<file path="config.mk">
export PLATFORM = sky130hd
export DESIGN_NAME = sgsi_ctrl
export DESIGN_NICKNAME = d
export VERILOG_FILES = /design/src/hw/rtl/sgsi_pkg.sv /design/src/hw/rtl/sgsi_ctrl.sv
export SDC_FILE = /design/constraint.sdc
export NUM_CORES = 1
export LEC_CHECK = 0
export BUFFER_PORTS_ARGS = -buffer_cell sky130_fd_sc_hd__buf_2
export CAP_MARGIN = 10
export CORE_AREA = 2 2 39 41
export DETAILED_ROUTE_END_ITERATION = 8
export DIE_AREA = 0 0 41 43
export GPL_ROUTABILITY_DRIVEN = 0
export PLACE_DENSITY = 0.3
export SLEW_MARGIN = 40
export SYNTH_ARGS = -nofsm -noshare
export SYNTH_HDL_FRONTEND = slang
export SYNTH_SLANG_ARGS = --single-unit
</file>
<file path="constraint.sdc">
create_clock -name i_clk -period 0.9 [get_ports i_clk]
set_clock_uncertainty 0.05 [all_clocks]
set_input_delay 0.18 -clock i_clk [delete_from_list [all_inputs] [get_ports i_clk]]
set_output_delay 0.18 -clock i_clk [all_outputs]
set_load 0.01 [all_outputs]
</file>
<file path="src/hw/rtl/sgsi_pkg.sv">
// Shared constants, codes and control types of the sorted group slice indexer.
`timescale 1ns / 1ps

package sgsi_pkg;

    // Store geometry and field widths
    localparam int GROUP_CAPACITY = 1024;
    localparam int GROUP_BITS     = $clog2(GROUP_CAPACITY);
    localparam int CUR_W          = GROUP_BITS + 1;
    localparam int ROW_BITS       = 20;
    localparam int CNT_W          = ROW_BITS + 1;
    localparam int VALUE_W        = 32;
    localparam int EPOCH_W        = 8;

    // Operation codes of an input item
    typedef enum logic [1:0] {
        OP_BEGIN = 2'd0,
        OP_PUSH  = 2'd1,
        OP_QUERY = 2'd2
    } t_op;

    // Status codes of a result item
    typedef enum logic [2:0] {
        ST_OK           = 3'd0,
        ST_POS_UNSORTED = 3'd1,
        ST_POS_SPLIT    = 3'd2,
        ST_NEG_UNSORTED = 3'd3,
        ST_NEG_SPLIT    = 3'd4,
        ST_DISABLED     = 3'd5,
        ST_CAPACITY     = 3'd6
    } t_status;

    // One store entry: epoch tag marks it valid for the current table
    typedef struct packed {
        logic [EPOCH_W-1:0]  epoch;
        logic [ROW_BITS-1:0] offset;
        logic [CNT_W-1:0]    size;
    } t_entry;

    // Commands from the controller to the datapath
    typedef struct packed {
        logic capture;
        logic exec;
        logic clear_step;
    } t_cmd;

    // Status from the datapath to the controller
    typedef struct packed {
        logic clear_last;
        logic wrap;
        logic out_busy;
    } t_dp_status;

endpackage

</file>
<file path="src/hw/rtl/sgsi_ctrl.sv">
// Controller state machine: store clearing sweep, accept, execute.
`timescale 1ns / 1ps

module sgsi_ctrl (
    input  logic                  i_clk,
    input  logic                  i_rst_n,
    input  logic                  i_in_valid,
    output logic                  o_in_ready,
    input  sgsi_pkg::t_dp_status  i_status,
    output sgsi_pkg::t_cmd        o_cmd
);

    typedef enum logic [1:0] {
        S_CLEAR,
        S_IDLE,
        S_EXEC
    } t_state;

    t_state r_state;
    t_state n_state;

    // Decode commands and next state
    always_comb begin
        n_state          = r_state;
        o_cmd            = '0;
        o_in_ready       = 1'b0;
        unique case (r_state)
            S_CLEAR: begin
                o_cmd.clear_step = 1'b1;
                if (i_status.clear_last) begin
                    n_state = S_IDLE;
                end
            end
            S_IDLE: begin
                o_in_ready = 1'b1;
                if (i_in_valid) begin
                    o_cmd.capture = 1'b1;
                    n_state       = S_EXEC;
                end
            end
            S_EXEC: begin
                if (!i_status.out_busy) begin
                    o_cmd.exec = 1'b1;
                    n_state    = i_status.wrap ? S_CLEAR : S_IDLE;
                end
            end
            default: begin
                n_state = S_CLEAR;
            end
        endcase
    end

    // Hold state; sweep the store after reset
    always_ff @(posedge i_clk) begin
        if (!i_rst_n) begin
            r_state <= S_CLEAR;
        end else begin
            r_state <= n_state;
        end
    end

`ifndef SYNTH
    a_transfer_to_exec: assert property (@(posedge i_clk) disable iff (!i_rst_n)
        (i_in_valid && o_in_ready) |=> (r_state == S_EXEC))
        else $error("accepted item did not move to execute");

    a_wrap_to_clear: assert property (@(posedge i_clk) disable iff (!i_rst_n)
        (o_cmd.exec && i_status.wrap) |=> (r_state == S_CLEAR))
        else $error("epoch wrap did not start a clearing sweep");

    a_no_exec_when_busy: assert property (@(posedge i_clk) disable iff (!i_rst_n)
        (r_state == S_EXEC && i_status.out_busy) |=> (r_state == S_EXEC))
        else $error("execute left while result register was busy");
`endif

endmodule

</file>
==> impl_metrics.py, run 1 <==
metrics = {
    "flow_run": {
        "max_cap_violations": 0,
    },
    "power": {
        "leakage_nw": 0.124,
        "p_sw_share_pct": 23.6,
        "clkPwrFrac_pct": 54.8,
        "total_power_uw": 405,
        "power_frac_seq_pct": 25.5,
        "ir_worst_vdd_uv": 420,
        "p_per_area_nw_per_um2": 1530,
        "p_comb_share_pct": 19.6,
        "p_int_uw": 310,
        "p_sw_uw": 95.5,
    },
    "logic_synthesis": {
        "syn_area_um2": 123,
        "ys_seq_area_share_pct": 32.7,
        "synth-seq-cells": 2,
        "yosysWarnings": 0,
        "syn_nets": 19,
        "avgSynthCellArea_um2": 9.43,
        "ys_types": 10,
        "syn-instance-count": 13,
    },
    "timing": {
        "slew_headroom_pct": 91.2,
        "period_needed_ns": 1.20,
        "finalHoldViolations": 0,
        "tightestPinTransition_ns": 0.132,
        "tns_ns": -1.19,
        "max_freq_ghz": 0.830,
        "finalMaxSlewViolations": 0,
        "fin_crit_sh_pct": 134,
        "rsz0062_at_grt": "true",
        "setup_ws_ns": -0.305,
        "setup_viol": 6,
    },
    "clocking": {
        "cts.sinks": 2,
        "clk_pin_slew_ns": 0.04,
        "htree_levels": 1,
        "insertion_delay_ns": 0.23,
        "root_buffer": "clkbuf_4",
        "numCtsBuffers": 3,
        "cts_tree": "built",
        "cts_buffer_depth": 2,
    },
    "routing": {
        "wirelength_um": 359,
        "avgRoutedWirePerCell_um": 7.98,
        "avgViaCountPerCell": 3.29,
        "ant_nets": 0,
        "vias": 148,
        "first_pass_iters": 2,
        "initialDrtViolationCount": 1,
        "drc": 0,
    },
    "setup_path": {
        "cp.arrival_ns": 0.97,
        "cp.required_ns": 0.67,
        "crit_fanout": 5,
        "worstSetupPathType": "flip-flop to primary output",
        "start_kind": "flip-flop",
        "cp-end-kind": "primary output",
    },
    "place": {
        "placed_cells": 38,
        "hpwl_um": 248,
        "port_buffers": 9,
        "placed_cell_area_um2": 204,
    },
    "die": {
        "dieArea_um2": 1760,
        "core.rowCount": 14,
        "die_h_um": 43,
        "io_pins": 10,
        "die_x_um": 41,
        "start_util_pct": 8.86,
        "coreArea_um2": 1380,
    },
    "finish": {
        "drive_gt1_share_pct": 72.4,
        "nFillCells": 163,
        "largest_register": "r_state",
        "design_area_um2": 265,
        "areaGrowthSynthToFinish_pct": 116,
        "fin_nets": 36,
        "largest_registers": "r_state (2)",
        "largest_reg_flops": 2,
        "final_cells": 45,
        "diodes": 0,
    },
    "status": {
        "violations": "setup timing",
        "status": "finished, violations left",
    },
    "global_route": {
        "grt_pass1_wl_um": 538,
        "grt-ovfl-total": 0,
        "antenna_found_initial": 0,
        "grt_max_degree": 6,
        "grt_pass1_vias": 152,
        "grt_usage_pct": 5.21,
    },
    "hold_path": {
        "hold_path.class": "input pin to flip-flop",
    },
}
[cells in the mapped netlist (all sizes together)]
cell type | n | area share [%]
dfxtp | 2 | 33
nand2b | 2 | 10
nor2b | 2 | 12
o21a | 2 | 12
a21oi | 1 | 4.1
and2 | 1 | 7.1
and3b | 1 | 8.2
nor2 | 1 | 3.1
nor3b | 1 | 10
[path summary, 6_finish.rpt]
kind,to,slack [ns],cells after the start,startpoint
worst min-delay path,r_state[0]$_SDFFE_PN0P_,0.13,2,i_rst_n
worst max-delay path,o_cmd[2],-0.30,3,r_state[0]$_SDFFE_PN0P_
worst min register to register,r_state[0]$_SDFFE_PN0P_,0.64,3,r_state[0]$_SDFFE_PN0P_
worst max register to register,r_state[1]$_SDFFE_PN0P_,-0.18,4,r_state[0]$_SDFFE_PN0P_
[placed cells by master, fill, tap and decap left out, drive strengths merged]
| master | netlist | final |
|---|---|---|
| a21oi | 1 | 1 |
| and2 | 1 | 1 |
| and3b | 1 | 1 |
| buf | 0 | 12 |
| clkbuf | 0 | 4 |
| dfxtp | 2 | 2 |
| nand2b | 2 | 2 |
| nor2 | 1 | 1 |
| nor2b | 2 | 2 |
| nor3b | 1 | 1 |
| o21a | 2 | 2 |
[worst max-delay path, stage by stage, from the launching register on]
cell and delay [ns]:
dfxtp_4 0.36, nor2b_4 0.14, and2_4 0.15, buf_6 0.09
[cell families (layout without fill, tap and decap cells)]
| kind of cell | count (synthesis) | count (layout) | share of synthesized area [%] |
|---|---|---|---|
| simple gates | 8 | 8 | 51.0 |
| compound gates | 3 | 3 | 16.3 |
| buf+inv | 0 | 16 | 0 |
| flops | 2 | 2 | 32.7 |
[through the flow]
stage	utilization, %	hold WS [ns]	setup slack, ns
2_1_floorplan	-	0.247	-0.0489
3_3_place_gp	14.7	0.382	-0.0815
3_5_place_dp	14.7	0.372	-0.0896
4_1_cts	18.6	0.131	-0.316
5_1_grt	19.2	0.141	-0.343
6_report	19.2	0.134	-0.305
[layer usage]
| metal | track usage, % | wire, um |
|---|---|---|
| met3 | 3.66 | 61 |
| met1 | 4.79 | 113 |
| met5 | 0 | 0 |
| met4 | 8.00 | 0 |
| met2 | 5.63 | 184 |
[area by class of cell]
type                    instances  area [um^2]  area share (%)
repair buffers                 12         77.6            29.2
multi-input cells              11         93.8            35.4
flip-flops and latches          2         47.5            17.9
well taps                      16         20.0            7.55
clock buffers                   4         26.3            9.91
[repair_timing]
item                                    CTS  global route
cloned                                    0             0
pin swaps                                 2             2
hold buffers                              0             0
endpoints found under the setup margin    6             6
setup buffers                             2             1
hold endpoints to repair                  0             0
gates resized for setup                   3             0
[power groups by stage]
stage                     clock network, mW  registers, mW  logic (mW)
after CTS                             0.240          0.103      0.0772
after floorplan                           0          0.105      0.0365
after detailed placement                  0          0.107      0.0638
after global routing                  0.248          0.105      0.0887
after global placement                    0          0.107      0.0648
final                                 0.222          0.104      0.0796
No activity file was read; power rests on OpenSTA's default activity.
==> run 2: changes to the inputs <==
BUFFER_PORTS_ARGS = -buffer_cell sky130_fd_sc_hd__buf_4   (was -buffer_cell sky130_fd_sc_hd__buf_2)
SKIP_CTS_REPAIR_TIMING = 1   (was unset)
==> run 2 against run 1 <==
- the run still ends with setup timing left
- core utilization grew 1.4 points
- via count shrank 7.4%
- combinational power up 14%
- global-route usage decreased by 0.30 points
- non-clock buffer count fell by 1
- count of clock-buffer cells in the layout is the same
- sequential power is essentially flat
- worst hold slack worse by 0.014 ns
- setup slack got worse by 0.0092 ns
- critical endpoint unchanged
- largest power group unchanged
- highest routed layer unchanged
==> impl_metrics.py, run 2 (synthesis results as in run 1) <==
metrics = {
    "finish": {
        "largest_reg_flops": 2,
        "largest_register": "r_state",
        "drive_gt1_share_pct": 75.0,
        "fin_nets": 35,
        "multi_input_area_um2": 101,
        "nFillCells": 162,
        "seqCellArea_um2": 47.5,
        "final_cells": 44,
        "final_common_cell": "buf_4",
        "diodes": 0,
        "areaGrowthSynthToFinish_pct": 133,
        "largest_registers": "r_state (2)",
        "layout_common_cells": "9 x buf_4, 3 x clkbuf_4",
    },
    "hold_path": {
        "hold_depth": 2,
        "worstHoldStart": "i_rst_n",
        "hold_path.class": "input pin to flip-flop",
    },
    "timing": {
        "setup_ws_ns": -0.314,
        "max_freq_ghz": 0.824,
        "rsz0062_at_grt": "true",
        "tns_ns": -1.14,
        "setup_viol": 6,
        "slew_headroom_pct": 90.1,
        "tightestPinTransition_ns": 0.148,
        "fin_crit_sh_pct": 135,
        "period_needed_ns": 1.21,
        "finalMaxSlewViolations": 0,
        "finalHoldViolations": 0,
    },
    "die": {
        "die_x_um": 41,
        "core.rowCount": 14,
        "die_h_um": 43,
        "dieArea_um2": 1760,
        "coreArea_um2": 1380,
        "start_util_pct": 8.86,
        "io_pins": 10,
    },
    "setup_path": {
        "crit_start": "r_state[0]$_SDFFE_PN0P_",
        "worstReg2RegStart": "r_state[0]$_SDFFE_PN0P_",
        "cp-end-kind": "primary output",
        "max_stage_delay_ns": 0.37,
        "worstSetupPathDepth": 3,
        "rr_worst_depth": 4,
        "critPathBufInv": 1,
        "crit_chain": "nor2b_4 -> and2_4 -> buf_6",
        "path_delay_family": "flip-flops",
        "cp_slowest_cell": "dfxtp_4",
        "cp.arrival_ns": 0.98,
        "crit_fanout": 6,
        "cp.required_ns": 0.67,
        "start_kind": "flip-flop",
        "worstSetupPathType": "flip-flop to primary output",
    },
    "clocking": {
        "insertion_delay_ns": 0.23,
        "numCtsBuffers": 3,
        "root_buffer": "clkbuf_4",
        "htree_levels": 1,
        "cts_tree": "built",
        "cts.sinks": 2,
        "clk_pin_slew_ns": 0.04,
        "cts_buffer_depth": 2,
    },
    "global_route": {
        "grt_max_degree": 7,
        "grt_pass1_vias": 146,
        "antenna_found_initial": 0,
        "grt_pass1_wl_um": 496,
        "grt_usage_pct": 4.91,
        "grt-ovfl-total": 0,
    },
    "power": {
        "ir_worst_vdd_uv": 341,
        "clkPwrFrac_pct": 53.3,
        "p_comb_share_pct": 21.9,
        "p_sw_uw": 95.9,
        "leakage_nw": 0.125,
        "p_int_uw": 321,
        "p_sw_share_pct": 23.0,
        "power_frac_seq_pct": 24.9,
        "p_per_area_nw_per_um2": 1460,
    },
    "place": {
        "port_buffers": 9,
        "placed_cells": 39,
        "place_worst_setup_slack_ns": -0.0876,
        "hpwl_um": 251,
    },
    "routing": {
        "wirelength_um": 328,
        "avgViaCountPerCell": 3.11,
        "first_pass_iters": 2,
        "drc": 0,
        "initialDrtViolationCount": 1,
        "vias": 137,
        "ant_nets": 0,
        "avgRoutedWirePerCell_um": 7.45,
    },
    "flow_run": {
        "max_cap_violations": 0,
    },
    "status": {
        "violations": "setup timing",
        "status": "finished, violations left",
    },
}
run 2: cell types whose count changed in the layout (fill, tap and decap cells not counted):
cell and change:
buf_4 +7, buf_2 -8, nor2b_1 -1, nor2b_4 +1
run 2: per-layer routing:
metal,wire (um),track usage [%]
met1,140,4.47
met2,149,5.31
met5,0,0
met4,0,8.00
met3,37,3.14
run 2: cell type report:
type / count / area share, %
Multi-Input combinational cell: 11 / 35.5
Tap cell: 16 / 7.02
Sequential cell: 2 / 16.7
Timing Repair Buffer: 11 / 31.6
Clock buffer: 4 / 9.21
run 2: path summary, 6_finish.rpt:
check | endpoint | slack (ns)
setup / recovery | o_cmd[2] | -0.31
hold / removal | r_state[0]$_SDFFE_PN0P_ | 0.12
setup reg to reg | r_state[1]$_SDFFE_PN0P_ | -0.18
hold reg to reg | r_state[0]$_SDFFE_PN0P_ | 0.56
run 2: through the flow:
stage / area (um^2) / power, mW / utilization, % / hold slack, ns
2_1_floorplan: 139 / 0.142 / - / 0.247
3_3_place_gp: 234 / 0.191 / 16.9 / 0.361
3_5_place_dp: 234 / 0.189 / 16.9 / 0.357
4_1_cts: 260 / 0.426 / 18.8 / 0.111
5_1_grt: 285 / 0.452 / 20.6 / 0.124
6_report: 285 / 0.417 / 20.6 / 0.120
run 2: power by group through the flow:
stage / clock network [mW] / registers (mW) / logic, mW
CTS: 0.238 / 0.106 / 0.0816
global route: 0.247 / 0.106 / 0.0994
floorplan: 0 / 0.105 / 0.0365
global placement: 0 / 0.108 / 0.0825
detailed placement: 0 / 0.107 / 0.0814
finish: 0.222 / 0.104 / 0.0911
